`config.mk`:
```
export PLATFORM = sky130hd
export DESIGN_NAME = range_limits_descriptor_encoder
export DESIGN_NICKNAME = d
export VERILOG_FILES = /design/src/design/rld_pkg.sv /design/src/design/rld_encode.sv /design/src/design/rld_serial.sv /design/src/design/range_limits_descriptor_encoder.sv
export SDC_FILE = /design/constraint.sdc
export NUM_CORES = 1
export LEC_CHECK = 0
export BUFFER_PORTS_ARGS = -buffer_cell sky130_fd_sc_hd__buf_2
export CAP_MARGIN = 20
export CORE_UTILIZATION = 55
export DETAILED_ROUTE_END_ITERATION = 8
export MAX_ROUTING_LAYER = met4
export PLACE_DENSITY = 0.78
export SYNTH_ARGS = -nofsm -noshare
export SYNTH_HDL_FRONTEND = slang
export SYNTH_SLANG_ARGS = --single-unit
```
`constraint.sdc`:
```
create_clock -name clk -period 7.5 [get_ports clk]
set_clock_uncertainty 0.1 [all_clocks]
set_input_delay 0.375 -clock clk [delete_from_list [all_inputs] [get_ports clk]]
set_output_delay 0.375 -clock clk [all_outputs]
set_load 0.01 [all_outputs]
```
`src/design/rld_pkg.sv`:
```
// Shared types and constants for the range limits descriptor encoder.
package rld_pkg;

	localparam logic [9:0]  RATE_LIMIT  = 10'd510;
	localparam logic [9:0]  RATE_OFFSET = 10'd255;
	localparam logic [11:0] CLOCK_LOW   = 12'd10;
	localparam logic [11:0] CLOCK_LIMIT = 12'd2550;

	// floor(x / 10) = (x * 3277) >> 15, exact for every 12-bit x
	localparam logic [11:0] DIV10_MUL   = 12'd3277;
	localparam int          DIV10_SHIFT = 15;

	localparam logic [7:0] RANGE_TAG = 8'hFD;
	localparam logic [7:0] PAD_LF    = 8'h0A;
	localparam logic [7:0] PAD_SPACE = 8'h20;

	localparam logic [3:0] FLAG_H_BOTH = 4'hC;
	localparam logic [3:0] FLAG_H_MAX  = 4'h8;
	localparam logic [3:0] FLAG_V_BOTH = 4'h3;
	localparam logic [3:0] FLAG_V_MAX  = 4'h2;

	localparam logic [2:0] ERR_NONE      = 3'd0;
	localparam logic [2:0] ERR_MIN_H     = 3'd1;
	localparam logic [2:0] ERR_MAX_H     = 3'd2;
	localparam logic [2:0] ERR_MIN_V     = 3'd3;
	localparam logic [2:0] ERR_MAX_V     = 3'd4;
	localparam logic [2:0] ERR_CLK_RANGE = 3'd5;
	localparam logic [2:0] ERR_CLK_MULT  = 3'd6;

	// descriptor byte positions
	localparam logic [4:0] IDX_TAG   = 5'd3;
	localparam logic [4:0] IDX_FLAGS = 5'd4;
	localparam logic [4:0] IDX_VMIN  = 5'd5;
	localparam logic [4:0] IDX_VMAX  = 5'd6;
	localparam logic [4:0] IDX_HMIN  = 5'd7;
	localparam logic [4:0] IDX_HMAX  = 5'd8;
	localparam logic [4:0] IDX_CLK   = 5'd9;
	localparam logic [4:0] IDX_TSUP  = 5'd10;
	localparam logic [4:0] IDX_LF    = 5'd11;
	localparam logic [4:0] IDX_LAST  = 5'd17;

	typedef struct packed {
		logic [9:0]  min_vertical_hz;
		logic [9:0]  max_vertical_hz;
		logic [9:0]  min_horizontal_khz;
		logic [9:0]  max_horizontal_khz;
		logic [11:0] max_pixel_clock_mhz;
		logic [7:0]  timing_support;
	} req_t;

	typedef struct packed {
		logic [7:0] byte_value;
		logic [4:0] byte_index;
		logic       last;
		logic [2:0] error_code;
	} res_t;

	typedef struct packed {
		logic [2:0] err;
		logic [3:0] flags;
		logic [7:0] vmin;
		logic [7:0] vmax;
		logic [7:0] hmin;
		logic [7:0] hmax;
		logic [7:0] clk_div;
		logic [7:0] tsup;
	} desc_t;

endpackage

```
`src/design/rld_encode.sv`:
```
// Range checks, rate offsets and clock scaling for one request.
module rld_encode
	import rld_pkg::*;
(
	input  req_t  req,
	output desc_t desc
);

	logic        hmin_ok, hmax_ok, vmin_ok, vmax_ok, clk_ok, clk_mult;
	logic [23:0] prod;
	logic [8:0]  quot;
	logic [11:0] quot10;
	logic        h_both, v_both;
	logic [9:0]  hmin_o, hmax_o, vmin_o, vmax_o;

	assign hmin_ok = (req.min_horizontal_khz != 10'd0) && (req.min_horizontal_khz <= RATE_LIMIT);
	assign hmax_ok = (req.max_horizontal_khz != 10'd0) && (req.max_horizontal_khz <= RATE_LIMIT);
	assign vmin_ok = (req.min_vertical_hz != 10'd0) && (req.min_vertical_hz <= RATE_LIMIT);
	assign vmax_ok = (req.max_vertical_hz != 10'd0) && (req.max_vertical_hz <= RATE_LIMIT);
	assign clk_ok  = (req.max_pixel_clock_mhz >= CLOCK_LOW)
		&& (req.max_pixel_clock_mhz <= CLOCK_LIMIT);

	assign prod     = req.max_pixel_clock_mhz * DIV10_MUL;
	assign quot     = prod[DIV10_SHIFT +: 9];
	assign quot10   = {quot, 3'b000} + {2'b00, quot, 1'b0};
	assign clk_mult = (quot10 == req.max_pixel_clock_mhz);

	assign h_both = (req.min_horizontal_khz > RATE_OFFSET) && (req.max_horizontal_khz > RATE_OFFSET);
	assign v_both = (req.min_vertical_hz > RATE_OFFSET) && (req.max_vertical_hz > RATE_OFFSET);

	always_comb begin
		hmin_o = h_both ? req.min_horizontal_khz - RATE_OFFSET : req.min_horizontal_khz;
		hmax_o = (req.max_horizontal_khz > RATE_OFFSET)
			? req.max_horizontal_khz - RATE_OFFSET : req.max_horizontal_khz;
		vmin_o = v_both ? req.min_vertical_hz - RATE_OFFSET : req.min_vertical_hz;
		vmax_o = (req.max_vertical_hz > RATE_OFFSET)
			? req.max_vertical_hz - RATE_OFFSET : req.max_vertical_hz;

		desc.flags = 4'h0;
		if (h_both)
			desc.flags = desc.flags | FLAG_H_BOTH;
		else if (req.max_horizontal_khz > RATE_OFFSET)
			desc.flags = desc.flags | FLAG_H_MAX;
		if (v_both)
			desc.flags = desc.flags | FLAG_V_BOTH;
		else if (req.max_vertical_hz > RATE_OFFSET)
			desc.flags = desc.flags | FLAG_V_MAX;

		// first failing check wins
		if (!hmin_ok)
			desc.err = ERR_MIN_H;
		else if (!hmax_ok)
			desc.err = ERR_MAX_H;
		else if (!vmin_ok)
			desc.err = ERR_MIN_V;
		else if (!vmax_ok)
			desc.err = ERR_MAX_V;
		else if (!clk_ok)
			desc.err = ERR_CLK_RANGE;
		else if (!clk_mult)
			desc.err = ERR_CLK_MULT;
		else
			desc.err = ERR_NONE;

		desc.vmin    = vmin_o[7:0];
		desc.vmax    = vmax_o[7:0];
		desc.hmin    = hmin_o[7:0];
		desc.hmax    = hmax_o[7:0];
		desc.clk_div = quot[7:0];
		desc.tsup    = req.timing_support;
	end

endmodule

```
`src/design/rld_serial.sv`:
```
// Holds one encoded descriptor and sends it out a byte per cycle.
module rld_serial
	import rld_pkg::*;
(
	input  logic  clk,
	input  logic  arst_n,
	input  logic  load,
	input  desc_t desc,
	output logic  free,
	output logic  result_stb,
	output res_t  result
);

	desc_t      desc_s2;
	logic       active_q;
	logic [4:0] cnt_q;
	logic       final_c;
	logic [7:0] sel_byte;
	logic       stb_s3;
	res_t       res_s3;

	assign final_c = active_q && ((desc_s2.err != ERR_NONE) || (cnt_q == IDX_LAST));
	assign free    = !active_q || final_c;

	always_comb begin
		case (cnt_q)
			IDX_TAG:   sel_byte = RANGE_TAG;
			IDX_FLAGS: sel_byte = {4'h0, desc_s2.flags};
			IDX_VMIN:  sel_byte = desc_s2.vmin;
			IDX_VMAX:  sel_byte = desc_s2.vmax;
			IDX_HMIN:  sel_byte = desc_s2.hmin;
			IDX_HMAX:  sel_byte = desc_s2.hmax;
			IDX_CLK:   sel_byte = desc_s2.clk_div;
			IDX_TSUP:  sel_byte = desc_s2.tsup;
			IDX_LF:    sel_byte = PAD_LF;
			default:   sel_byte = (cnt_q > IDX_LF) ? PAD_SPACE : 8'h00;
		endcase
	end

	always_ff @(posedge clk or negedge arst_n) begin
		if (!arst_n) begin
			active_q <= 1'b0;
			cnt_q    <= 5'd0;
			stb_s3   <= 1'b0;
		end else begin
			stb_s3 <= active_q;
			if (load) begin
				active_q <= 1'b1;
				cnt_q    <= 5'd0;
			end else if (final_c) begin
				active_q <= 1'b0;
			end else if (active_q) begin
				cnt_q <= cnt_q + 5'd1;
			end
		end
	end

	always_ff @(posedge clk) begin
		if (load)
			desc_s2 <= desc;
		res_s3.byte_value <= (desc_s2.err != ERR_NONE) ? 8'h00 : sel_byte;
		res_s3.byte_index <= (desc_s2.err != ERR_NONE) ? 5'd0 : cnt_q;
		res_s3.last       <= final_c;
		res_s3.error_code <= desc_s2.err;
	end

	assign result_stb = stb_s3;
	assign result     = res_s3;

endmodule

```
`src/design/range_limits_descriptor_encoder.sv`:
```
// Display range limits descriptor encoder: a request in, 18 descriptor bytes or one error out.
//
// A request is taken when start is high and busy is low. A valid request gives
// 18 results, byte_index 0..17, back to back with last on byte 17;
// a request that fails a check gives a single result with the error code,
// byte 0 and last set. A taken request passes through the input register, the
// descriptor register and the result register before its first result is on the ports.
// Results cannot be held off, so the byte serializer sets the pace: a valid request
// is loaded only as the last byte of the previous one is sent (failing requests go one
// per cycle). One request waits in the input register while the previous descriptor is being sent.
module range_limits_descriptor_encoder
	import rld_pkg::*;
(
	input  logic clk,
	input  logic arst_n,
	input  logic start,
	output logic busy,
	input  req_t request,
	output logic result_stb,
	output res_t result
);

	logic  valid_s1;
	req_t  req_s1;
	desc_t desc;
	logic  free;
	logic  load;
	logic  accept;

	assign load   = valid_s1 && free;
	assign busy   = valid_s1 && !free;
	assign accept = start && !busy;

	always_ff @(posedge clk or negedge arst_n) begin
		if (!arst_n) begin
			valid_s1 <= 1'b0;
		end else if (accept) begin
			valid_s1 <= 1'b1;
		end else if (load) begin
			valid_s1 <= 1'b0;
		end
	end

	always_ff @(posedge clk) begin
		if (accept)
			req_s1 <= request;
	end

	rld_encode u_encode (
		.req  (req_s1),
		.desc (desc)
	);

	rld_serial u_serial (
		.clk        (clk),
		.arst_n     (arst_n),
		.load       (load),
		.desc       (desc),
		.free       (free),
		.result_stb (result_stb),
		.result     (result)
	);

	// an error result is a lone zero byte at index 0
	a_err_single: assert property (@(posedge clk) disable iff (!arst_n)
		result_stb && (result.error_code != ERR_NONE)
		|-> result.last && (result.byte_index == 5'd0) && (result.byte_value == 8'h00))
		else $error("error result malformed");

	// descriptor bytes come back to back with rising index
	a_run_gapless: assert property (@(posedge clk) disable iff (!arst_n)
		result_stb && !result.last
		|=> result_stb && (result.byte_index == $past(result.byte_index) + 5'd1))
		else $error("descriptor run broken");

	// last only on the final descriptor byte or an error
	a_last_pos: assert property (@(posedge clk) disable iff (!arst_n)
		result_stb && result.last && (result.error_code == ERR_NONE)
		|-> (result.byte_index == IDX_LAST))
		else $error("last on wrong byte");

	// a taken request is held until the serializer picks it up
	a_hold: assert property (@(posedge clk) disable iff (!arst_n)
		start && !busy |=> valid_s1)
		else $error("request lost");

endmodule

```
Word-level counts from Yosys, hierarchy flattened:

Cells that the tools add are included.

* register bits after elaboration: 140
* bits of input ports: 63
* memories kept: 0
* memory bits (read-only): 0
* bits in writable memories: 0
* bits in latches: 0
* output and inout bits: 19

* add/subtract/negate cells: 6
* divide/modulo/power cells: 0
* shifts and indexed selects: 0
* $mul: 1
* bitwise logic cells: 0
* eq/ne operators: 12
* magnitude comparators: 11
* mux-type cells: 21
* reductions and logical operators: 27

Operators by type and width (count)
* $pmux W8 S9: 1
* $gt A10 B8 Y1 const B: 4
* $le A10 B9 Y1 const B: 4
* $reduce_bool A10 Y1: 4
* $mux W8: 4
* $sub A8 B8 Y8 const B: 4
* $mul A12 B12 Y24 const B: 1
* $eq A5 B3 Y1 const B: 4
* $eq A5 B4 Y1 const B: 4
* $mux W5: 3
* $add A12 B10 Y12: 1
* $eq A12 B12 Y1: 1
* $ge A12 B4 Y1 const B: 1
* $le A12 B12 Y1 const B: 1
* $logic_and A1 B1 Y1: 11
* $mux W3: 3
* $mux W4: 2
* $mux W2: 3
* $mux W6: 1
* $reduce_bool A2 Y1: 3
* $add A5 B1 Y5 const B: 1
* $eq A5 B2 Y1 const B: 1
* $eq A5 B5 Y1 const B: 1
* $gt A5 B4 Y1 const B: 1
* other kinds (8): 14

Longest topological paths before layout:

* depth in word-level cells: 9
* gate-level depth with buffers: 28
* depth with buffers taken out: 28

Cells and area by module:

Synthesis repeated with hierarchy kept, for this count alone.

* cells, all modules: 780
* area total of the unflattened synthesis: 9228.9 um2

By module, submodules not included
* rld_encode: cells an instance 512, instances 1, area each 4292.9 um2
* rld_serial: cells an instance 202, instances 1, area each 3070.4 um2
* range_limits_descriptor_encoder: cells an instance 66, instances 1, area each 1865.5 um2

Least setup slack after synthesis:

No wires, ideal clock.

* kind: flip-flop to flip-flop
* start: register req_s1[14] (netlist name)
* end: register u_serial.desc_s2[53] (netlist name), data pin
* arrival time: 6802 ps
* stages on the path, launching flop included: 28
* slack: 338 ps
* required time: 7139 ps
* path through: edfxtp_1 inv_1 ha_1 inv_1 fa_1 inv_1 fa_1 fa_1 inv_1 fa_1 inv_1 ha_1 a21oi_1 o21ai_0 a2111oi_0 o21bai_1 xor2_1 ha_1 fa_1 xnor2_1 xnor2_1 nand4_1 nor4_1 mux2i_1 a31o_2 nor4b_1 o311ai_1 o311a_1

RTL lines
* start: declaration: RTL line range_limits_descriptor_encoder.sv:24 `req_t req_s1;`
* start signal: assignment: RTL line range_limits_descriptor_encoder.sv:46 `req_s1 <= request;`
* end signal: assignment: RTL line rld_serial.sv:60 `desc_s2 <= desc;`
* end: declaration: RTL line rld_serial.sv:14 `desc_t desc_s2;`

==> results.ini <==
[critical_path]
required_ps = 7570
r2r_slack_ps = 240
cp-start-kind = flop
rr_endpoint = u_serial.desc_s2[54]
r2r-start = req_s1[9]
worst-setup-path-type = reg -> reg
cp_max_fo = 5
reg2reg_depth = 26
critPathCaptureType = flop
cp_data_arrival_time_ps = 7330

[logic_synthesis]
synth-edff-count = 115
syn_area_um2 = 8990
synth_top_area_share_pct = 38.4
synth_flop_cell = edfxtp_1
yosysSeqAreaShare_pct = 44.4
ys_warn_count = 0
ys_types = 60
syn_nets = 998
yosys-top-cells-count = ha_1 (123), edfxtp_1 (115), inv_1 (111)
avgSynthCellArea_um2 = 11.6
async_flop_share_pct = 5.71
synthTopCellsByArea = edfxtp_1 (38%), ha_1 (17%), fa_1 (8.5%)
synth_top_cell_by_area = edfxtp_1
ys_ff_latch = 140
synthesis.instances = 774
yosysMostFrequentCell = ha_1

[floorplan]
rows = 46
io_pins = 82
die_w_um = 130
start_util_pct = 56.4
core_um2 = 15900
die_height_um = 130
die_area_um2 = 16900

[route]
wl_per_cell_um = 16.8
dr.pass1.iters = 5
drtIter0Drc = 424
ant_nets = 0
vias_per_cell = 5.55
finalWirelength_um = 18800
vias = 6182
drc_errors = 0

[global_routing]
antenna_found_initial = 0
grt_pass1_vias = 6014
grt.total_usage_pct = 24.1
grt_max_degree = 61
overflow = 0
grt_pass1_wl_um = 29000

[sta]
worst_slack_ps = 235
tns_ps = 0
period_minus_slack_ps = 7260
min_period_over_period_pct = 96.9
final_max_slew_viol_count = 0
hold_viol = 0
setup_viol = 0
worst_slew_pin_slew_ps = 810
slew_headroom_pct = 45.6
fmax_ghz = 0.138

[final_layout]
layout-drive-gt1-share_pct = 19.3
area_growth_pct = 16.7
antenna_cells = 0
nets = 1109
instances_no_fill = 1114
fill_cells = 1187

[worst_hold_path]
hp-start = request[30]
hp-class = in -> reg
hold-path-endpoint = req_s1[30]
hold_path_depth = 1

[clock_tree]
h-tree-depth = 4
cts_buffers = 17
cts_max_path_buffers = 2
clock_latency_ps = 430
clock-root-buffer = clkbuf_16
clk_pin_slew_ps = 70
cts.sinks = 140
cts_tree = yes

[placement]
port_buffers = 81
place_hpwl_um = 14500
pre_cts_ws_ps = -175
placed_cells = 1070
place.gp.congestion = 0.904

[power_and_ir_drop]
p_per_area_nw_per_um2 = 433
finalPower_w = 0.00454
ir_drop_mv = 0.474
p_leak_nw = 4.65

[flow_run]
cap_violations = 0

[status]
outcome = finished clean

==> layout make-up <==
type | instances | area [um2] | area share [%]
well taps | 216 | 270 | 2.57
clock buffers | 19 | 433 | 4.12
flip-flops and latches | 140 | 3990 | 38.0
multi-input cells | 508 | 4670 | 44.5
repair buffers | 107 | 606 | 5.77
inverters | 111 | 417 | 3.97
clock inverters | 13 | 109 | 1.04
==> worst max-delay path: stages, from the launching register on <==
cell      delay (ps)
edfxtp_1         460
buf_4            170
ha_1             320
xnor2_1          170
ha_1             270
fa_1             520
fa_1             540
inv_1             50
fa_1             520
inv_1             50
ha_1             340
o21ai_0           90
nor2_1            60
a2111o_1         510
a21oi_4          200
buf_4            140
xnor2_2          160
ha_1             310
a211oi_2         230
o21bai_1         120
a21oi_2          210
xnor2_1          150
xnor3_1          290
a211o_1          290
o221ai_1         190
o311ai_2         160
o311a_1          360
==> stage by stage <==
step                      hold slack [ps]  instance area [um2]  util (%)
after floorplan                     -20.6                 8990         -
after global placement                123                 9720      61.0
after detailed placement              125                 9720      61.0
after CTS                           0.917                10300      64.6
after global routing                0.740                10500      65.8
final                                19.1                10500      65.8
==> how the worst max path moves through the flow <==
stage / from / to / depth (start not counted)
2_1_floorplan: req_s1[14] / u_serial.desc_s2[53] / 27
3_3_place_gp: req_s1[11] / u_serial.desc_s2[53] / 25
3_5_place_dp: req_s1[11] / u_serial.desc_s2[53] / 25
4_1_cts: req_s1[11] / u_serial.desc_s2[54] / 25
5_1_grt: req_s1[9] / u_serial.desc_s2[53] / 26
6_report: req_s1[9] / u_serial.desc_s2[54] / 26
==> where the power goes <==
part / switching [W] / internal [W] / total (W) / leakage, nW
logic: 0.00153 / 0.00125 / 0.00278 / 3.02
registers: 0.0000412 / 0.000952 / 0.000993 / 1.36
clock network: 0.000335 / 0.000430 / 0.000766 / 0.263
total: 0.00190 / 0.00264 / 0.00454 / 4.65
==> logic make-up after synthesis <==
family                     synth area share (%)
and+or+nand+nor                            9.24
AOI/OAI and AO/OA                          9.92
buffers and inverters                      5.26
xor gates and xnor gates                   5.51
muxes                                     0.111
adders and majority gates                  25.6
DFF                                        44.4
==> per-layer routing <==
layer | vias up | wire, um | global-route usage [%]
met1 | 2963 | 8350 | 30.0
met2 | 225 | 8910 | 38.2
li1 | 2961 | - | -
met5 | - | 0 | -
met3 | 33 | 1070 | 5.58
met4 | 0 | 423 | 9.30
==> what timing repair did <==
action,in CTS,in global routing
setup endpoints to repair,2,2
resized for setup,2,26
pin swaps,0,11
buffers inserted,1,9
gates cloned,0,0
hold endpoints to repair,9,0
hold buffers,2,0
==> registers in the layout (all words and copies together), names as in the netlist <==
signal               count
u_serial.result_stb      1
valid_s1                 1
u_serial.result         17
req_s1                  60
u_serial.desc_s2        55
u_serial.active_q        1
u_serial.cnt_q           5
==> cell usage in the layout (no fill, tap or decap), types with 5 or more instances in the layout <==
cell type    n
nand4_1     24
a22oi_1     13
o21ai_0     23
a21oi_1     37
nand2_1     36
nor2_1      24
dfxtp_1     17
ha_1       119
xor2_1      14
dfrtp_1      8
o21a_1       5
edfxtp_1   115
buf_2       81
nor4_1       5
xnor2_2      5
or2_2        7
nand3_1     10
clkbuf_16   17
buf_4       24
a21o_1       5
xnor2_1     35
nand2b_1     7
a31oi_1      9
and2_1      13
fa_1        37
inv_1      111
nor3_1       5
Power figures use the tool's default switching activity.
